`config.mk`:
```
export PLATFORM = sky130hd
export DESIGN_NAME = record_quicksort_by_key_core
export DESIGN_NICKNAME = d
export VERILOG_FILES = /design/src/hw/rtl/rqs_pkg.sv /design/src/hw/rtl/record_quicksort_by_key_core.sv
export SDC_FILE = /design/constraint.sdc
export NUM_CORES = 2
export LEC_CHECK = 0
export CAP_MARGIN = 20
export CORE_MARGIN = 5
export CORE_UTILIZATION = 55
export DETAILED_ROUTE_END_ITERATION = 10
export DONT_BUFFER_PORTS = 1
export PLACE_DENSITY = 0.74
export SLEW_MARGIN = 20
export SYNTH_ARGS = -nofsm -noshare
export SYNTH_HDL_FRONTEND = slang
export SYNTH_SLANG_ARGS = --single-unit
export TNS_END_PERCENT = 1
```
`constraint.sdc`:
```
create_clock -name clk -period 6.2 [get_ports clk]
set_clock_uncertainty 0.1 [all_clocks]
set_input_delay 0.93 -clock clk [delete_from_list [all_inputs] [get_ports clk]]
set_output_delay 0.93 -clock clk [all_outputs]
set_load 0.01 [all_outputs]
```
`src/hw/rtl/rqs_pkg.sv`:
```
package rqs_pkg;

	localparam int unsigned TAG_W = 6;

	typedef struct packed {
		logic signed [15:0] key;
		logic [TAG_W-1:0]   tag;
		logic               last_item;
	} rqs_in_t;

	typedef struct packed {
		logic signed [15:0] sorted_key;
		logic [TAG_W-1:0]   sorted_tag;
		logic               last_out;
	} rqs_out_t;

endpackage

```
`src/hw/rtl/record_quicksort_by_key_core.sv`:
```
// Record sorter: collects keyed records and returns them in ascending key order.
// Input channel (in_valid/in_ready, payload in_data) takes one record per cycle
// while loading. A record with last_item set, or the record that fills the store,
// ends the set. The block then runs a Lomuto quicksort over its record memory
// with an explicit range stack; a key equal to the pivot's stays above it.
// The sort walks the record memory through a single compare unit, one read per
// cycle; a compare that swaps also reads element b and writes both back.
// Each range adds a pop, a pivot fetch, a pivot swap and a push. The worst case
// is a set that arrives already sorted.
// The records then leave over the output channel (out_valid/out_ready, payload
// out_data), one per transfer, each only after the previous one has been taken,
// with last_out set on the final one. The output stage is a register; a stall by
// the receiver simply holds it, and the block takes no input until the whole run
// has been transferred.
// Reset clears the count, the stack pointer and the sequencer; the memories are
// not cleared, and only written entries are ever used.
module record_quicksort_by_key_core
	import rqs_pkg::*;
#(
	parameter int MAX_RECORDS = 64
) (
	input  logic     clk,
	input  logic     arst_n,
	input  logic     in_valid,
	output logic     in_ready,
	input  rqs_in_t  in_data,
	output logic     out_valid,
	input  logic     out_ready,
	output rqs_out_t out_data
);

	localparam int AW = $clog2(MAX_RECORDS);
	localparam int CW = AW + 1;
	localparam int RW = 16 + TAG_W;

	localparam logic [3:0] S_LOAD  = 4'd0;
	localparam logic [3:0] S_POP   = 4'd1;
	localparam logic [3:0] S_PIV   = 4'd2;
	localparam logic [3:0] S_RDJ   = 4'd3;
	localparam logic [3:0] S_CMP   = 4'd4;
	localparam logic [3:0] S_SWB   = 4'd5;
	localparam logic [3:0] S_FIN   = 4'd6;
	localparam logic [3:0] S_FIN2  = 4'd7;
	localparam logic [3:0] S_PUSH  = 4'd8;
	localparam logic [3:0] S_ORD   = 4'd9;
	localparam logic [3:0] S_OUT   = 4'd10;
	localparam logic [3:0] S_POPRD = 4'd11;
	localparam logic [3:0] S_NXT   = 4'd12;

	logic [RW-1:0]   mem [MAX_RECORDS];
	logic [2*AW-1:0] stk [MAX_RECORDS];

	logic [3:0]    state_q;
	logic [CW-1:0] count_q, sp_q;
	logic [AW-1:0] lo_q, hi_q, j_q, b_q, rd_q;
	logic [RW-1:0] piv_q, rj_q, rb_q;
	logic [2*AW-1:0] top_q;
	logic          push2_q;
	rqs_out_t      out_q;
	logic          ov_q;

	wire [CW-1:0] lo_x = {1'b0, lo_q};
	wire [CW-1:0] hi_x = {1'b0, hi_q};
	wire [CW-1:0] b_x  = {1'b0, b_q};
	wire need_hi = (b_x + 1'b1) < hi_x;
	wire need_lo = b_x > (lo_x + 1'b1);
	wire less = $signed(rj_q[RW-1:TAG_W]) < $signed(piv_q[RW-1:TAG_W]);

	assign in_ready = (state_q == S_LOAD);
	assign out_valid = ov_q;
	assign out_data = out_q;

	always_ff @(posedge clk) begin
		rj_q <= mem[rd_q];
		top_q <= stk[sp_q[AW-1:0] - 1'b1];
	end

	always_ff @(posedge clk or negedge arst_n) begin
		if (!arst_n) begin
			state_q <= S_LOAD;
			count_q <= '0;
			sp_q <= '0;
			ov_q <= 1'b0;
			rd_q <= '0;
		end else begin
			unique case (state_q)
				S_LOAD: begin
					if (in_valid) begin
						mem[count_q[AW-1:0]] <= {in_data.key, in_data.tag};
						count_q <= count_q + 1'b1;
						if (in_data.last_item || count_q + 1'b1 == CW'(MAX_RECORDS)) begin
							if (count_q == '0) begin
								state_q <= S_ORD;
								rd_q <= '0;
							end else begin
								stk[0] <= {AW'(0), count_q[AW-1:0]};
								sp_q <= CW'(1);
								state_q <= S_POPRD;
							end
						end
					end
				end
				S_POPRD: state_q <= S_POP;
				S_POP: begin
					// pop a range and fetch its pivot
					if (sp_q == '0) begin
						state_q <= S_ORD;
						rd_q <= '0;
					end else begin
						lo_q <= top_q[2*AW-1:AW];
						hi_q <= top_q[AW-1:0];
						j_q <= top_q[2*AW-1:AW];
						b_q <= top_q[2*AW-1:AW];
						sp_q <= sp_q - 1'b1;
						rd_q <= top_q[AW-1:0];
						state_q <= S_PIV;
					end
				end
				S_PIV: begin
					rd_q <= j_q;
					state_q <= S_RDJ;
				end
				S_RDJ: begin
					piv_q <= rj_q;
					rd_q <= j_q;
					state_q <= S_CMP;
				end
				S_CMP: begin
					// rj_q holds element j; read element b for a swap
					if (j_q == hi_q) begin
						rd_q <= b_q;
						state_q <= S_FIN;
					end else if (less) begin
						rb_q <= rj_q;
						rd_q <= b_q;
						state_q <= S_SWB;
					end else begin
						j_q <= j_q + 1'b1;
						rd_q <= j_q + 1'b1;
						state_q <= S_NXT;
					end
				end
				// wait for the read of the next element j
				S_NXT: state_q <= S_CMP;
				S_SWB: begin
					state_q <= S_FIN2;
				end
				S_FIN2: begin
					// rj_q now holds element b, rb_q the record bound for b
					mem[b_q] <= rb_q;
					mem[j_q] <= rj_q;
					if (j_q == hi_q) begin
						state_q <= S_PUSH;
						push2_q <= 1'b0;
					end else begin
						b_q <= b_q + 1'b1;
						j_q <= j_q + 1'b1;
						rd_q <= j_q + 1'b1;
						state_q <= S_NXT;
					end
				end
				S_FIN: begin
					rb_q <= piv_q;
					state_q <= S_FIN2;
				end
				S_PUSH: begin
					if (!push2_q) begin
						push2_q <= 1'b1;
						if (need_hi && sp_q < CW'(MAX_RECORDS)) begin
							stk[sp_q[AW-1:0]] <= {b_q + 1'b1, hi_q};
							sp_q <= sp_q + 1'b1;
						end
					end else begin
						if (need_lo && sp_q < CW'(MAX_RECORDS)) begin
							stk[sp_q[AW-1:0]] <= {lo_q, b_q - 1'b1};
							sp_q <= sp_q + 1'b1;
						end
						state_q <= S_POPRD;
					end
				end
				S_ORD: begin
					if (!ov_q || out_ready) begin
						if (ov_q && out_q.last_out) begin
							ov_q <= 1'b0;
							count_q <= '0;
							state_q <= S_LOAD;
						end else begin
							ov_q <= 1'b0;
							state_q <= S_OUT;
						end
					end
				end
				S_OUT: begin
					out_q.sorted_key <= rj_q[RW-1:TAG_W];
					out_q.sorted_tag <= rj_q[TAG_W-1:0];
					out_q.last_out <= ({1'b0, rd_q} + 1'b1 == count_q);
					ov_q <= 1'b1;
					rd_q <= rd_q + 1'b1;
					state_q <= S_ORD;
				end
				default: state_q <= S_LOAD;
			endcase
		end
	end

endmodule

```
==> run metrics <==
Peak supply drop roughly 0.42 mV; hold slack 0.121 ns; Max transition margin 18.9%; Register Area 69500 µm²; R2R setup slack about 1.0 ns; Wirelength per Cell 30.9 µm; synthesis-to-finish area growth 9.67%; Synth area leader edfxtp_1; Internal ~30 mW; crit-path cells nor2b_1, nand2_1, nor2_1, a41oi_1, nand2b_1, o21ai_2, buf_4; crit start category flip-flop; die area ~200000 µm²; hold crit path type input port to flip-flop; share of flip-flops with an asynchronous set or reset 1.07%; # hold bufs at CTS 2; die height 449 µm; RR Startpoint state_q[2]$_DFFE_PN0P_; kind of critical path flip-flop to flip-flop; critical path peak fanout 31; Yosys Warn Count 0; multi-input logic area between 30000 and 40000 µm²; WHS Endpoint count_q[1]$_DFFE_PN0P_; clock sinks about 2300; fin nets between 7000 and 8000; most frequent cell after synthesis edfxtp_1; # fillers ~14000; Max Fclk roughly 190 MHz; Post-synth EDFFs about 2300; Mapped Cells 7402; layout cells sized above 1 between 20% and 30%; first-pass iteration count of the detailed router 7; clock buffer depth 3; Yosys reg bits roughly 2300; post-cts resize count 0; syn_nets 7470; total global routing overflow 0; Routed Antenna Nets 0; worst-margin pin slew about 1.2 ns; CTS tree built; top cells by count, synth 2268 x edfxtp_1, 1529 x nor2_1, 1429 x a21oi_1, 714 x mux4_2, 637 x clkbuf_1; clk root buf clkbuf_16; status completed; leakage power approximately 38 nW; I/O pins 52; Synth Flop Type edfxtp_1; reg-to-reg endpoint mem[2][2]$_DFFE_PP_; Clk pwr share 29.5%; Synth cell types 73; Clk Latency, worst-skew pair between 0.8 and 0.9 ns; DRC viols 0; antenna violations before repair 25; DR iter-0 viols between 10000 and 15000; Netlist Area Pre-Place approximately 110000 µm²; placed wire-length estimate 179000 µm; R2R cell count 7; final core occ between 60% and 70%; Via density just under 7; WHS Path Cells 1; GRT Resource Usage Total between 20% and 30%; first-pass GRT wire length roughly 440000 µm; TNS Setup 0 ns; pwr dens 389 nW/µm²; Synth area leaders edfxtp_1 64%, mux4_2 15%, a21oi_1 6.8%; DRT Wirelength 304000 µm; Post-CTS Setup Bufs 0; register area share after synthesis around 66%; vias between 60000 and 70000; hold path start in_valid; Required @ worst endpoint roughly 6.6 ns; GP Congestion between 0.9 and 1; RSZ-0062 raised after global routing false; cts bufs inserted between 200 and 250; Die W around 450 µm; Worst path max stage delay between 0.9 and 1 ns; sw power about 15 mW; clock-pin slew on the worst setup and hold paths 0.07 ns; post-synth top area share between 60% and 70%; final worst path period share a little over four fifths; number of global-route vias before repair between 60000 and 70000; maxcap violations 0; CP Data Arrival Time about 5.6 ns; max-slew violations 0; core area between 150000 and 200000 µm²; CP max-delay cell nor2_1; largest net degree at the start of global routing between 100 and 150; mean post-synth cell area ~14 µm²; Net Sw Frac between 30% and 40%; sequential power share 44.4%; minimum clock period after layout a little over 5 ns; PortBufs 0; Starting Density 55.1%; crit end category flip-flop; final hold vios 0; final setup fails 0; # H-tree levels 4; crit path from state_q[2]$_DFFE_PN0P_; Comb pwr share 26.2%; row count 161
==> metal layers <==
metal / wire length (µm) / global-route usage (%) / up-vias
li1: - / - / 27600
met1: 104000 / 40.4 / 33300
met2: 139000 / 44.9 / 5175
met3: 43100 / 8.61 / 842
met4: 17700 / 14.7 / 20
met5: 131 / 0 / -
==> power by group through the flow <==
stage          combinational (mW)  clock, mW  sequential (mW)
5_1_grt                      12.2       14.1             20.0
2_1_floorplan                8.36          0             18.5
3_3_place_gp                 11.2          0             20.2
6_report                     11.8       13.3             20.0
3_5_place_dp                 11.4          0             20.2
4_1_cts                      11.5       13.3             19.9
==> worst max-delay path: cells and delay by family, from the launching register on <==
kind	cells	cell delay, ns
AO/OA/AOI/OAI	2	0.74
buffers and inverters	1	0.46
flip-flops	1	0.91
AND/OR/NAND/NOR	4	2.55
==> metrics by stage <==
step | std cells | total power [mW] | instance area, µm² | setup slack (ns)
4_1_cts | 9827 | 44.8 | 116000 | 1.04
3_3_place_gp | 9418 | 31.4 | 109000 | 1.35
3_5_place_dp | 9419 | 31.7 | 109000 | 1.08
2_1_floorplan | 7402 | 26.9 | 106000 | 0.243
6_report | 9844 | 45.1 | 116000 | 1.02
5_1_grt | 9833 | 46.2 | 116000 | 0.833
==> final cells by class <==
type | count | area share (%)
repair buffers | 259 | 1.90
clock inverters | 138 | 1.14
flip-flops and latches | 2327 | 59.9
multi-input cells | 4270 | 29.2
well taps | 2526 | 2.72
clock buffers | 268 | 4.90
diodes | 13 | 0.0280
inverters | 43 | 0.139
==> worst max path at each step <==
stage	slack (ns)	to
floorplan	0.24	stk[0][5]$_DFFE_PP_
global placement	1.35	stk[4][3]$_DFFE_PP_
CTS	1.04	stk[58][11]$_DFFE_PP_
detailed placement	1.08	stk[59][2]$_DFFE_PP_
global route	0.83	mem[2][11]$_DFFE_PP_
finish	1.02	mem[2][2]$_DFFE_PP_
==> cell families after synthesis <==
family,Yosys count,share of synthesized area (%)
fa+ha+maj,41,0.492
flops,2327,65.6
simple gates,1796,6.71
xor+xnor,41,0.340
compound gates,1599,7.79
mux,793,16.1
buf+inv,805,2.98
==> placed cells by master (no fill, tap or decap), types with 7 or more instances in the layout <==
cell        Yosys  routed
dfxtp_1        34      12
buf_4           5     240
nor2_1       1529    1521
mux2i_4         0      25
edfxtp_1     2268    2268
nand2b_1       16      16
dfrtp_1        25      18
nand3_1        37      32
and3_1         15      15
ha_1           40      39
mux4_2        714     714
clkinv_2        0      44
dfxtp_4         0      20
clkinv_1        0      45
bufinv_16       0      17
xor2_1         21      21
nand2_1       120     115
nor2_2          0       7
clkinvlp_4      0       7
inv_1          42      42
nor2b_1         8       8
xnor2_1        20      16
clkbuf_16       0     220
nand4_1        16      16
clkbuf_1      637      48
nor3_1         18      17
o21ai_4         0       7
o21ai_2         1      58
a21oi_1      1429    1429
mux2i_1        24      15
o21a_1          7       7
o21ai_0        96      31
mux2_2         34      34
diode_2         0      13
buf_12          0      14
==> flip-flops by register name (all words and copies together), names as in the netlist, 6 cells and up <==
signal    flops
out_data     23
rj_q         22
hi_q          6
rb_q         22
sp_q          7
mem        1408
lo_q          6
piv_q        22
stk         768
rd_q          6
top_q        12
b_q           6
count_q       7
j_q           6
(Power assumes the default switching activity.)
